===== src/sv/rhsv_pkg.sv =====
`default_nettype none
package rhsv_pkg;

    // Field and datapath widths
    localparam int PIX_W = 8;
    localparam int NUM_W = 17;
    localparam int DEN_W = 9;
    localparam int QUO_W = 8;
    localparam int DIF_W = PIX_W + 1;
    localparam int ARI_W = 19;

    // Two front stages, then one divider stage per quotient bit
    localparam int FRONT_STAGES = 2;
    localparam int PIPE_DEPTH   = FRONT_STAGES + QUO_W;

    // Hue sector offsets and scale factors, in degrees
    localparam logic signed [ARI_W-1:0] DEG_60  = 19'sd60;
    localparam logic signed [ARI_W-1:0] DEG_120 = 19'sd120;
    localparam logic signed [ARI_W-1:0] DEG_240 = 19'sd240;
    localparam logic signed [ARI_W-1:0] DEG_360 = 19'sd360;
    localparam logic [NUM_W-1:0]        SAT_FULL = 17'd255;

    // Channel holding the maximum; blue wins ties over green, green over red
    typedef enum logic [1:0] {
        SEC_RED   = 2'd0,
        SEC_GREEN = 2'd1,
        SEC_BLUE  = 2'd2
    } t_sector;

endpackage
`default_nettype wire


===== src/sv/rhsv_in_if.sv =====
`default_nettype none
interface rhsv_in_if;
    import rhsv_pkg::*;

    logic             valid;
    logic             ready;
    logic [PIX_W-1:0] blue;
    logic [PIX_W-1:0] green;
    logic [PIX_W-1:0] red;

    modport source (output valid, output blue, output green, output red, input ready);
    modport sink   (input valid, input blue, input green, input red, output ready);
endinterface
`default_nettype wire


===== src/sv/rhsv_out_if.sv =====
`default_nettype none
interface rhsv_out_if;
    import rhsv_pkg::*;

    logic             valid;
    logic             ready;
    logic [PIX_W-1:0] hue;
    logic [PIX_W-1:0] saturation;
    logic [PIX_W-1:0] brightness;

    modport source (output valid, output hue, output saturation, output brightness,
                    input ready);
    modport sink   (input valid, input hue, input saturation, input brightness,
                    output ready);
endinterface
`default_nettype wire


===== src/sv/rhsv_prep.sv =====
`default_nettype none
module rhsv_prep (
    input  wire logic                        i_clk,
    input  wire logic                        i_en,
    input  wire logic [rhsv_pkg::PIX_W-1:0]  i_blue,
    input  wire logic [rhsv_pkg::PIX_W-1:0]  i_green,
    input  wire logic [rhsv_pkg::PIX_W-1:0]  i_red,
    output logic      [rhsv_pkg::NUM_W-1:0]  o_hue_num,
    output logic      [rhsv_pkg::DEN_W-1:0]  o_hue_den,
    output logic      [rhsv_pkg::NUM_W-1:0]  o_sat_num,
    output logic      [rhsv_pkg::DEN_W-1:0]  o_sat_den,
    output logic      [rhsv_pkg::PIX_W-1:0]  o_brightness
);
    import rhsv_pkg::*;

    logic [PIX_W-1:0]        mx;
    logic [PIX_W-1:0]        mn;
    t_sector                 sec;
    logic signed [DIF_W-1:0] diff;

    logic [PIX_W-1:0]        r_mx;
    logic [PIX_W-1:0]        r_c;
    t_sector                 r_sec;
    logic signed [DIF_W-1:0] r_diff;

    logic signed [ARI_W-1:0] base;
    logic signed [ARI_W-1:0] c_s;
    logic signed [ARI_W-1:0] diff_s;
    logic signed [ARI_W-1:0] num_s;

    logic [NUM_W-1:0] r_hue_num;
    logic [DEN_W-1:0] r_hue_den;
    logic [NUM_W-1:0] r_sat_num;
    logic [DEN_W-1:0] r_sat_den;
    logic [PIX_W-1:0] r_bri;

    // Find max, min and the sector of the maximum
    always_comb begin
        mx = (i_red > i_green) ? i_red : i_green;
        if (i_blue > mx) begin
            mx = i_blue;
        end
        mn = (i_red < i_green) ? i_red : i_green;
        if (i_blue < mn) begin
            mn = i_blue;
        end
        if (mx == i_blue) begin
            sec  = SEC_BLUE;
            diff = $signed({1'b0, i_red}) - $signed({1'b0, i_green});
        end else if (mx == i_green) begin
            sec  = SEC_GREEN;
            diff = $signed({1'b0, i_blue}) - $signed({1'b0, i_red});
        end else begin
            sec  = SEC_RED;
            diff = $signed({1'b0, i_green}) - $signed({1'b0, i_blue});
        end
    end

    always_ff @(posedge i_clk) begin
        if (i_en) begin
            r_mx   <= mx;
            r_c    <= mx - mn;
            r_sec  <= sec;
            r_diff <= diff;
        end
    end

    // Form the hue numerator in degrees times chroma
    always_comb begin
        c_s    = $signed({{(ARI_W-PIX_W){1'b0}}, r_c});
        diff_s = $signed({{(ARI_W-DIF_W){r_diff[DIF_W-1]}}, r_diff});
        unique case (r_sec)
            SEC_BLUE:  base = DEG_240;
            SEC_GREEN: base = DEG_120;
            SEC_RED:   base = '0;
            default:   base = '0;
        endcase
        num_s = base * c_s + DEG_60 * diff_s;
        if (r_sec == SEC_RED && num_s < 0) begin
            num_s = num_s + DEG_360 * c_s;
        end
    end

    // Register dividend and divisor pairs; grey and black divide zero by a nonzero value
    always_ff @(posedge i_clk) begin
        if (i_en) begin
            r_hue_num <= num_s[NUM_W-1:0];
            r_hue_den <= (r_c == '0) ? DEN_W'(2) : {r_c, 1'b0};
            r_sat_num <= NUM_W'({{(NUM_W-PIX_W){1'b0}}, r_c} * SAT_FULL);
            r_sat_den <= (r_mx == '0) ? DEN_W'(1) : {1'b0, r_mx};
            r_bri     <= r_mx;
        end
    end

    assign o_hue_num    = r_hue_num;
    assign o_hue_den    = r_hue_den;
    assign o_sat_num    = r_sat_num;
    assign o_sat_den    = r_sat_den;
    assign o_brightness = r_bri;
endmodule
`default_nettype wire


===== src/sv/rhsv_div.sv =====
`default_nettype none
module rhsv_div (
    input  wire logic                        i_clk,
    input  wire logic                        i_en,
    input  wire logic [rhsv_pkg::NUM_W-1:0]  i_num,
    input  wire logic [rhsv_pkg::DEN_W-1:0]  i_den,
    output logic      [rhsv_pkg::QUO_W-1:0]  o_quo
);
    import rhsv_pkg::*;

    // Restoring divider, one quotient bit per stage, MSB first
    logic [NUM_W-1:0] r_rem [QUO_W];
    logic [DEN_W-1:0] r_den [QUO_W];
    logic [QUO_W-1:0] r_quo [QUO_W];

    for (genvar k = 0; k < QUO_W; k++) begin : g_stage
        localparam int BIT = QUO_W - 1 - k;

        logic [NUM_W-1:0] rem_in;
        logic [DEN_W-1:0] den_in;
        logic [QUO_W-1:0] quo_in;
        logic [NUM_W-1:0] dsh;
        logic             ge;

        if (k == 0) begin : g_first
            assign rem_in = i_num;
            assign den_in = i_den;
            assign quo_in = '0;
        end else begin : g_next
            assign rem_in = r_rem[k-1];
            assign den_in = r_den[k-1];
            assign quo_in = r_quo[k-1];
        end

        // Compare against the shifted divisor and subtract on a hit
        assign dsh = {{(NUM_W-DEN_W){1'b0}}, den_in} << BIT;
        assign ge  = (rem_in >= dsh);

        always_ff @(posedge i_clk) begin
            if (i_en) begin
                r_rem[k] <= ge ? (rem_in - dsh) : rem_in;
                r_den[k] <= den_in;
                r_quo[k] <= quo_in | (QUO_W'(ge) << BIT);
            end
        end
    end

    assign o_quo = r_quo[QUO_W-1];
endmodule
`default_nettype wire


===== src/sv/rgb_to_hsv_pixel_top.sv =====
// Pipeline: two front stages (extremes, numerators), then two eight-stage
// restoring dividers that retire one quotient bit per stage.
// Throughput: one pixel word per cycle while the output side keeps taking words.
// Reset (synchronous, active low) clears the valid bits of every stage.
`default_nettype none
module rgb_to_hsv_pixel_top (
    input  wire logic   i_clk,
    input  wire logic   i_rst_n,
    rhsv_in_if.sink     i_pix,
    rhsv_out_if.source  o_hsv
);
    import rhsv_pkg::*;

    logic                  en;
    logic [PIPE_DEPTH-1:0] r_vld;
    logic [PIX_W-1:0]      r_bri [QUO_W];

    logic [NUM_W-1:0] hue_num;
    logic [DEN_W-1:0] hue_den;
    logic [NUM_W-1:0] sat_num;
    logic [DEN_W-1:0] sat_den;
    logic [PIX_W-1:0] bri;
    logic [QUO_W-1:0] hue_q;
    logic [QUO_W-1:0] sat_q;

    // Advance the whole pipe unless the last word is held by the sink
    assign en          = !r_vld[PIPE_DEPTH-1] || o_hsv.ready;
    assign i_pix.ready = en;

    // Shift valid bits along with the data
    always_ff @(posedge i_clk) begin
        if (!i_rst_n) begin
            r_vld <= '0;
        end else if (en) begin
            r_vld <= {r_vld[PIPE_DEPTH-2:0], i_pix.valid};
        end
    end

    rhsv_prep u_prep (
        .i_clk        (i_clk),
        .i_en         (en),
        .i_blue       (i_pix.blue),
        .i_green      (i_pix.green),
        .i_red        (i_pix.red),
        .o_hue_num    (hue_num),
        .o_hue_den    (hue_den),
        .o_sat_num    (sat_num),
        .o_sat_den    (sat_den),
        .o_brightness (bri)
    );

    rhsv_div u_hue_div (
        .i_clk (i_clk),
        .i_en  (en),
        .i_num (hue_num),
        .i_den (hue_den),
        .o_quo (hue_q)
    );

    rhsv_div u_sat_div (
        .i_clk (i_clk),
        .i_en  (en),
        .i_num (sat_num),
        .i_den (sat_den),
        .o_quo (sat_q)
    );

    // Delay brightness to line up with the divider outputs
    always_ff @(posedge i_clk) begin
        if (en) begin
            r_bri[0] <= bri;
            for (int k = 1; k < QUO_W; k++) begin
                r_bri[k] <= r_bri[k-1];
            end
        end
    end

    assign o_hsv.valid      = r_vld[PIPE_DEPTH-1];
    assign o_hsv.hue        = hue_q;
    assign o_hsv.saturation = sat_q;
    assign o_hsv.brightness = r_bri[QUO_W-1];
endmodule
`default_nettype wire


===== src/flat_wrapper.sv =====
// flat-port wrapper written by rule: the top's interface ports become plain ports
module rgb_to_hsv_pixel_top_flat import rhsv_pkg::*;
  (i_clk, i_rst_n, i_pix_valid, i_pix_blue, i_pix_green, i_pix_red, i_pix_ready, o_hsv_valid, o_hsv_hue, o_hsv_saturation, o_hsv_brightness, o_hsv_ready);
  rhsv_in_if i_pix_i ();
  rhsv_out_if o_hsv_i ();
  input  wire logic i_clk;
  input  wire logic i_rst_n;
  input wire logic [$bits(i_pix_i.valid)-1:0] i_pix_valid;
  input wire logic [$bits(i_pix_i.blue)-1:0] i_pix_blue;
  input wire logic [$bits(i_pix_i.green)-1:0] i_pix_green;
  input wire logic [$bits(i_pix_i.red)-1:0] i_pix_red;
  output wire logic [$bits(i_pix_i.ready)-1:0] i_pix_ready;
  output wire logic [$bits(o_hsv_i.valid)-1:0] o_hsv_valid;
  output wire logic [$bits(o_hsv_i.hue)-1:0] o_hsv_hue;
  output wire logic [$bits(o_hsv_i.saturation)-1:0] o_hsv_saturation;
  output wire logic [$bits(o_hsv_i.brightness)-1:0] o_hsv_brightness;
  input wire logic [$bits(o_hsv_i.ready)-1:0] o_hsv_ready;
  assign i_pix_i.valid = i_pix_valid;
  assign i_pix_i.blue = i_pix_blue;
  assign i_pix_i.green = i_pix_green;
  assign i_pix_i.red = i_pix_red;
  assign i_pix_ready = i_pix_i.ready;
  assign o_hsv_valid = o_hsv_i.valid;
  assign o_hsv_hue = o_hsv_i.hue;
  assign o_hsv_saturation = o_hsv_i.saturation;
  assign o_hsv_brightness = o_hsv_i.brightness;
  assign o_hsv_i.ready = o_hsv_ready;
  rgb_to_hsv_pixel_top u_core (.i_clk(i_clk), .i_rst_n(i_rst_n), .i_pix(i_pix_i), .o_hsv(o_hsv_i));
endmodule

===== config.mk =====
export PLATFORM = sky130hd
export DESIGN_NAME = rgb_to_hsv_pixel_top_flat
export DESIGN_NICKNAME = d
export VERILOG_FILES = /design/src/sv/rhsv_pkg.sv /design/src/sv/rhsv_in_if.sv /design/src/sv/rhsv_out_if.sv /design/src/sv/rhsv_prep.sv /design/src/sv/rhsv_div.sv /design/src/sv/rgb_to_hsv_pixel_top.sv /design/src/flat_wrapper.sv
export SDC_FILE = /design/constraint.sdc
export NUM_CORES = 1
export LEC_CHECK = 0
export BUFFER_PORTS_ARGS = -buffer_cell sky130_fd_sc_hd__buf_2
export CAP_MARGIN = 20
export CORE_ASPECT_RATIO = 1.5
export CORE_MARGIN = 10
export CORE_UTILIZATION = 50
export DETAILED_ROUTE_END_ITERATION = 10
export GPL_TIMING_DRIVEN = 0
export PLACE_DENSITY = 0.7
export RECOVER_POWER = 100
export SYNTH_ARGS = -nofsm -noshare
export SYNTH_HDL_FRONTEND = slang
export SYNTH_HIERARCHICAL = 1
export SYNTH_SLANG_ARGS = --single-unit

===== constraint.sdc =====
create_clock -name i_clk -period 16.8 [get_ports i_clk]
set_input_delay 3.36 -clock i_clk [delete_from_list [all_inputs] [get_ports i_clk]]
set_output_delay 3.36 -clock i_clk [all_outputs]
set_load 0.1 [all_outputs]

==> summary.md, run 1 <==
| Metric | Value |
|---|---|
| CTS tree | `yes` |
| Number of fill cells | `5969` |
| Synth warn | `6` |
| Die Y | `347.9 microns` |
| Max frequency | `0.08485 GHz` |
| Initial antenna violation count | `0` |
| Die ar. | `just over 80000 sq um` |
| Via count | `approximately 23000` |
| WP depth | `4` |
| Starting Density | `~50%` |
| Drt drc | `0` |
| Critical Path End Type | `output pin` |
| Layout area overhead | `9.234%` |
| Crit path required time | `13.44 ns` |
| Post-DP Area | `37380 sq um` |
| Clock skew | `0.03673 ns` |
| Fin. Hold Viols | `0` |
| R2R setup slack | `between 8 and 9 ns` |
| Slowest cell delay on critical path | `about 3.8 ns` |
| Final Cell Area | `39150 sq um` |
| GPL Wtd Cong | `approximately 0.93` |
| R2R Path Start | `u_core/r_vld[9]` |
| EDFF count, synth | `582` |
| Crit path to | `i_pix_ready` |
| Final worst path period share | `70.15%` |
| Slew @ Worst Pin | `around 5.5 ns` |
| CP Class | `in -> out` |
| Yosys top cell by area | `edfxtp_1` |
| Synthesized instance count | `between 3000 and 4000` |
| Depth of the most critical reg-to-reg path | `3` |
| CP delay by family, top | `buffers and inverters` |
| Final Slew Violations | `~220` |
| Row count | `120` |
| Leading post-synthesis cells by cell area | `edfxtp_1 (49%), ha_1 (12%), fa_1 (5.4%)` |
| Grt total ovfl | `0` |
| Fraction of layout cells with a size suffix above 1 | `6.677%` |
| Post-synthesis sequential area ratio | `49.32%` |
| First-pass GRT wire length | `114100 microns` |
| Routed len/inst | `16.86 microns` |
| Final net count | `3641` |
| Post-synth ARST share | `0%` |
| Mapped Area | `35840 sq um` |
| TritonCTS Buffers | `57` |
| Post-synth cell types | `99` |
| Root buffer cell | `clkbuf_16` |
| Status | `finished with violations` |
| Data arrival, critical path | `about 8.4 ns` |
| DP Wirelength | `53780 microns` |
| Final setup violation count | `0` |
| Flops & latches, synth | `592` |
| CP Cell Sequence | `buf_2 -> nand2b_1 -> clkbuf_1 -> clkbuf_1` |
| Clock Latency Late Sink | `0.63 ns` |
| Final setup TNS | `0 ns` |
| Antenna Nets Post-Route | `0` |
| Core Footprint | `slightly above 70000 sq um` |
| Unrepaired setup endpoints after global routing | `false` |
| CP startpoint | `o_hsv_ready` |
| Reg clk slew, reported paths | `0.06 ns` |
| Maximum clock path buffer count | `3` |
| Vias per std cell | `5.521` |
| Antenna cell count | `0` |
| Hold path startpoint | `u_core/u_hue_div/r_quo[1][19]` |
| Chip width | `238.6 microns` |
| Sinks on Clock Net | `just under 600` |
| Critical Path Start Type | `input port` |
| Hold WC Path Type | `reg -> reg` |
| Slowest CP cell | `clkbuf_1` |
| Most frequent cells in the layout | `edfxtp_1 (582), inv_1 (402), ha_1 (342)` |
| Crit-path max FO | `a little over 100` |
| Port Buffers | `53` |
| CP dominant cell by count | `clkbuf_1` |
| Pin count of the biggest net entering global routing | `141` |
| Syn Area/Cell | `between 10 and 15 sq um` |
| Most common cell after layout, fill and taps aside | `edfxtp_1` |
| DRT iter0 DRCs | `966` |
| Reg-to-reg endpoint | `u_core/r_bri[1][19]` |
| H-Tree Depth | `2` |
| Final WL | `between 60000 and 70000 microns` |
| Utilization after layout | `55.01%` |
| Total GRT Usage | `16.80%` |
| Relative slew margins | `-269.5%` |
| Vias in the first global route | `~25000` |
| Post-synth top flop | `edfxtp_1` |
| Buf/Inv on CP | `3` |
| Max-capacitance violation count | `3` |
| Yosys top cell area share | `between 40% and 50%` |
| I/O pin count | `54` |
| Hold buffer count at CTS | `0` |
| Failing checks | `capacitance limit, slew limit` |
| Hold WS | `0.3928 ns` |
| Tmin final | `around 12 ns` |
| TritonRoute pass-1 iters | `5` |
| Post-CTS Repair Setup Buffers | `0` |
| CTS resizes | `0` |
==> area by class of cell <==
cell class,count,area (sq um),area share (%)
clock buffer,63,1449,3.701
inverter,405,1523,3.890
sequential,592,17680,45.15
multi-input combinational,2009,16230,41.45
tap,915,1145,2.924
timing repair buffer,57,317.8,0.8118
clock inverter,42,554.3,1.416
buffer,52,256.5,0.6552
==> per-stage QoR <==
stage          setup WS (ns)  cells
6_report               5.015   4135
5_1_grt                4.516   4135
4_1_cts                8.097   4135
3_5_place_dp           7.411   4030
3_3_place_gp           5.604   4026
2_1_floorplan          7.053   3058
==> synth_stat cells (33+ instances only) <==
library cell	count
a21o_1	56
a21oi_1	184
and2_1	33
edfxtp_1	582
fa_1	97
ha_1	342
inv_1	400
mux2_2	38
nand2_1	147
nand3_1	42
nor2_1	167
nor2b_1	48
nor3_1	58
o21a_1	36
o21ai_0	127
xnor2_1	115
xor2_1	102
==> registers in the layout, indices dropped and copies added, names as in the netlist <==
register / count
u_core/u_hue_div/r_den: 63
u_core/r_vld: 10
u_core/u_prep/o_sat_num: 16
u_core/u_hue_div/r_quo: 36
u_core/u_sat_div/r_rem: 119
u_core/u_sat_div/r_den: 63
u_core/u_prep/r_c: 8
u_core/u_hue_div/r_rem: 119
u_core/u_prep/r_mx: 8
u_core/u_prep/o_hue_den: 8
u_core/u_prep/r_sec: 2
u_core/r_bri: 64
u_core/u_prep/r_diff: 9
u_core/u_prep/o_sat_den: 8
u_core/u_prep/o_brightness: 8
u_core/u_sat_div/r_quo: 36
u_core/u_prep/o_hue_num: 15
==> cell families after synthesis <==
kind of cell             count (synthesis)  share of synthesized area (%)
adder cells (fa/ha/maj)                439                          17.36
AND/OR/NAND/NOR                        680                          9.821
flip-flops                             592                          49.32
buffers and inverters                  457                          5.164
multiplexers                            76                          2.346
other                                    1                        0.01046
AO/OA/AOI/OAI                          592                          10.67
XOR/XNOR                               217                          5.303
==> worst min-delay path by stage <==
stage,end,slack (ns),depth (start not counted)
floorplan,u_core/r_bri[0][0],0.40,0
global route,u_core/u_hue_div/r_quo[1][12],0.40,0
detailed placement,u_core/r_bri[0][20],0.40,0
CTS,u_core/u_hue_div/r_quo[1][27],0.39,0
finish,u_core/u_hue_div/r_quo[1][27],0.39,0
global placement,u_core/r_bri[1][9],0.40,0
==> layer usage <==
layer  GRT usage, %  part of all wire (%)  vias up
met1          14.66                    34    11043
met4          8.938                   5.0        0
met5              0                     0        -
met2          35.19                    58      402
li1               -                     -    11193
met3          2.175                   2.7      192
Power of run 1 is left out: the tool's default activity adds up to more than one toggle a clock period on the data nets, which glitch-free logic cannot reach.
==> inputs of run 2 (changes only) <==
Settings changed: ABC_AREA set to 1, PLACE_DENSITY 0.7 to 0.72.
Clock period 16.8 ns to 10.3 ns, I/O delays scaled along.
==> summary.md, run 2 <==
| Metric | Value |
|---|---|
| Max-capacitance violation count | `2 (was 3)` |
| Grt total ovfl | `0 (unchanged)` |
| Crit-path max FO | `123 (was 101)` |
| Hold WS | `0.4123 ns (was 0.3928 ns)` |
| First-pass GRT wire length | `136100 microns (was 114100 microns)` |
| Reg-to-reg endpoint | `u_core/u_prep/o_hue_num[16] (was u_core/r_bri[1][19])` |
| Post-CTS Repair Setup Buffers | `0 (unchanged)` |
| Final WL | `82410 microns (was 69710 microns)` |
| R2R setup slack | `3.52 ns (was 8.16 ns)` |
| Fraction of layout cells with a size suffix above 1 | `5.395% (was 6.677%)` |
| Antenna cell count | `0 (unchanged)` |
| Die ar. | `91150 sq um (was 83010 sq um)` |
| Pin count of the biggest net entering global routing | `126 (was 141)` |
| Slew @ Worst Pin | `6.355 ns (was 5.542 ns)` |
| Chip width | `249.9 microns (was 238.6 microns)` |
| Final setup violation count | `0 (unchanged)` |
| Total GRT Usage | `18.06% (was 16.80%)` |
| Most frequent cell after synthesis | `nand2_1 (was edfxtp_1)` |
| Synth warn | `6 (unchanged)` |
| CTS resizes | `0 (unchanged)` |
| CTS tree | `yes (unchanged)` |
| Core Footprint | `78670 sq um (was 71170 sq um)` |
| H-Tree Depth | `2 (unchanged)` |
| Number of fill cells | `7061 (was 5969)` |
| Status | `finished with violations (unchanged)` |
| Tmin final | `about 7.6 ns` |
| Relative slew margins | `-323.7% (was -269.5%)` |
| Fin. Hold Viols | `0 (unchanged)` |
| Post-synth cell types | `59 (was 99)` |
| Maximum clock path buffer count | `3 (unchanged)` |
| Syn Area/Cell | `8.808 sq um (was 11.73 sq um)` |
| Hold path startpoint | `u_core/u_sat_div/r_quo[1][23] (was u_core/u_hue_div/r_quo[1][19])` |
| Hold WC Path Type | `reg -> reg (unchanged)` |
| Drt drc | `0 (unchanged)` |
| Final Slew Violations | `245 (was 216)` |
| Max frequency | `0.1308 GHz` |
| Critical Path Start Type | `input port (unchanged)` |
| GPL Wtd Cong | `0.9119 (was 0.9344)` |
| TritonRoute pass-1 iters | `7 (was 5)` |
| Routed len/inst | `14.47 microns (was 16.86 microns)` |
| Crit path required time | `10.36 ns (was 13.44 ns)` |
| Initial antenna violation count | `0 (unchanged)` |
| I/O pin count | `54 (unchanged)` |
| Post-synth top flop | `edfxtp_1 (unchanged)` |
| Dpl cells | `5583 (was 4030)` |
| Via count | `28729 (was 22830)` |
| Unrepaired setup endpoints after global routing | `false (unchanged)` |
| Flops & latches, synth | `592 (unchanged)` |
| Hold buffer count at CTS | `0 (unchanged)` |
| Starting Density | `50.37% (was 50.36%)` |
| Vias in the first global route | `29356 (was 24669)` |
| Yosys top cell area share | `44.10% (was 48.77%)` |
| Critical Path End Type | `flop (was output pin)` |
| Leading post-synthesis cells by cell area | `edfxtp_1 (44%), nand2_1 (12%), ha_1 (11%) (was edfxtp_1 (49%), ha_1 (12%), fa_1 (5.4%))` |
| Vias per std cell | `5.045 (was 5.521)` |
| Reg clk slew, reported paths | `0.06 ns (about the same)` |
| DP Wirelength | `65030 microns (was 53780 microns)` |
| Data arrival, critical path | `7.71 ns (was 8.43 ns)` |
| Depth of the most critical reg-to-reg path | `29 (was 3)` |
| Top cells by count, synth | `nand2_1 (1317), inv_1 (828), edfxtp_1 (582) (was edfxtp_1 (582), inv_1 (400), ha_1 (342))` |
| R2R Path Start | `u_core/u_prep/r_sec[0] (was u_core/r_vld[9])` |
| Die Y | `364.8 microns (was 347.9 microns)` |
| Non-filler instance count after layout | `5695 (was 4135)` |
| Clock Latency Late Sink | `0.63 ns (about the same)` |
| Mapped Area | `39630 sq um (was 35840 sq um)` |
| Min-Delay Endpoint | `u_core/u_sat_div/r_quo[1][31] (was u_core/u_hue_div/r_quo[1][27])` |
| Largest regs | `u_core/u_hue_div/r_rem (119), u_core/u_sat_div/r_rem (119), u_core/r_bri (64) (unchanged)` |
| Most frequent cells in the layout | `nand2_1 (1325), inv_1 (834), edfxtp_1 (582) (was edfxtp_1 (582), inv_1 (402), ha_1 (342))` |
| Yosys top cell by area | `edfxtp_1 (unchanged)` |
| Synthesized instance count | `4499 (was 3054)` |
| Post-synth ARST share | `0% (unchanged)` |
| Port Buffers | `52 (was 53)` |
| CP Class | `in -> reg (was in -> out)` |
| Clock skew | `0.01226 ns (was 0.03673 ns)` |
| Root buffer cell | `clkbuf_16 (unchanged)` |
| Sinks on Clock Net | `592 (unchanged)` |
| Final net count | `5087 (was 3641)` |
| DRT iter0 DRCs | `1349 (was 966)` |
| Layout area overhead | `8.209% (was 9.234%)` |
| Failing checks | `capacitance limit, slew limit (unchanged)` |
| Antenna Nets Post-Route | `0 (unchanged)` |
| Row count | `126 (was 120)` |
| Post-synthesis sequential area ratio | `44.61% (was 49.32%)` |
| Final worst path period share | `between 70% and 80%` |
| Hold Crit Depth | `0 (unchanged)` |
| Most common cell after layout, fill and taps aside | `nand2_1 (was edfxtp_1)` |
| TritonCTS Buffers | `59 (was 57)` |
| EDFF count, synth | `582 (unchanged)` |
==> run 2: cell count changes after synthesis, moves of 48 or more <==
cell | before | now
a21o_1 | 56 | 7
inv_1 | 400 | 828
nand2_1 | 147 | 1317
nand3_1 | 42 | 277
nor2_1 | 167 | 289
nor2b_1 | 48 | 0
o21ai_0 | 127 | 71
xnor2_1 | 115 | 50
==> run 2: metrics by stage <==
step	utilization (%)	area, sq um	setup TNS, ns	setup slack [ns]
floorplan	-	39650	0	2.023
global placement	52.36	41190	-0.4051	-0.4051
detailed placement	52.51	41310	0	3.000
CTS	55.09	43340	0	3.574
global route	54.51	42880	0	2.062
finish	54.51	42880	0	2.653
==> run 2: logic make-up after synthesis <==
group	synth area share, %
and+or+nand+nor	22.70
xor gates and xnor gates	3.337
buffers and inverters	9.223
DFF	44.61
other	0.009463
adders and majority gates	15.70
AOI/OAI and AO/OA	4.420
==> run 2: worst max-delay path by stage <==
stage	from	end	slack (ns)	cells after the start
3_3_place_gp	o_hsv_ready	i_pix_ready	-0.41	4
6_report	o_hsv_ready	u_core/u_prep/o_sat_num[11]	2.65	4
5_1_grt	o_hsv_ready	u_core/r_bri[0][1]	2.06	4
2_1_floorplan	o_hsv_ready	i_pix_ready	2.02	2
4_1_cts	u_core/u_prep/r_sec[0]	u_core/u_prep/o_hue_num[16]	3.57	29
3_5_place_dp	i_pix_green[6]	u_core/u_prep/r_c[7]	3.00	30
==> run 2: final cells by class <==
cell class	count	area [sq um]	area share, %
Timing Repair Buffer	56	287.8	0.6711
Clock buffer	74	1584	3.694
Inverter	849	3188	7.435
Tap cell	1024	1281	2.988
Clock inverter	38	442.9	1.033
Sequential cell	592	17680	41.22
Buffer	58	310.3	0.7236
Multi-Input combinational cell	3004	18110	42.23
==> run 2: metal layers <==
metal | global-route usage [%] | share of wire [%] | up-vias
met5 | 0 | 0 | -
met4 | 11.20 | 6.3 | 0
met3 | 2.261 | 2.7 | 275
met2 | 37.48 | 57 | 523
met1 | 15.78 | 34 | 13224
li1 | - | - | 14707
==> run 2: critical path, stage by stage <==
cell and delay [ns]:
clkbuf_1 0.15, inv_1 0.24, nand2_8 0.59, clkbuf_1 4.45
Power of run 2 is left out for the same reason.
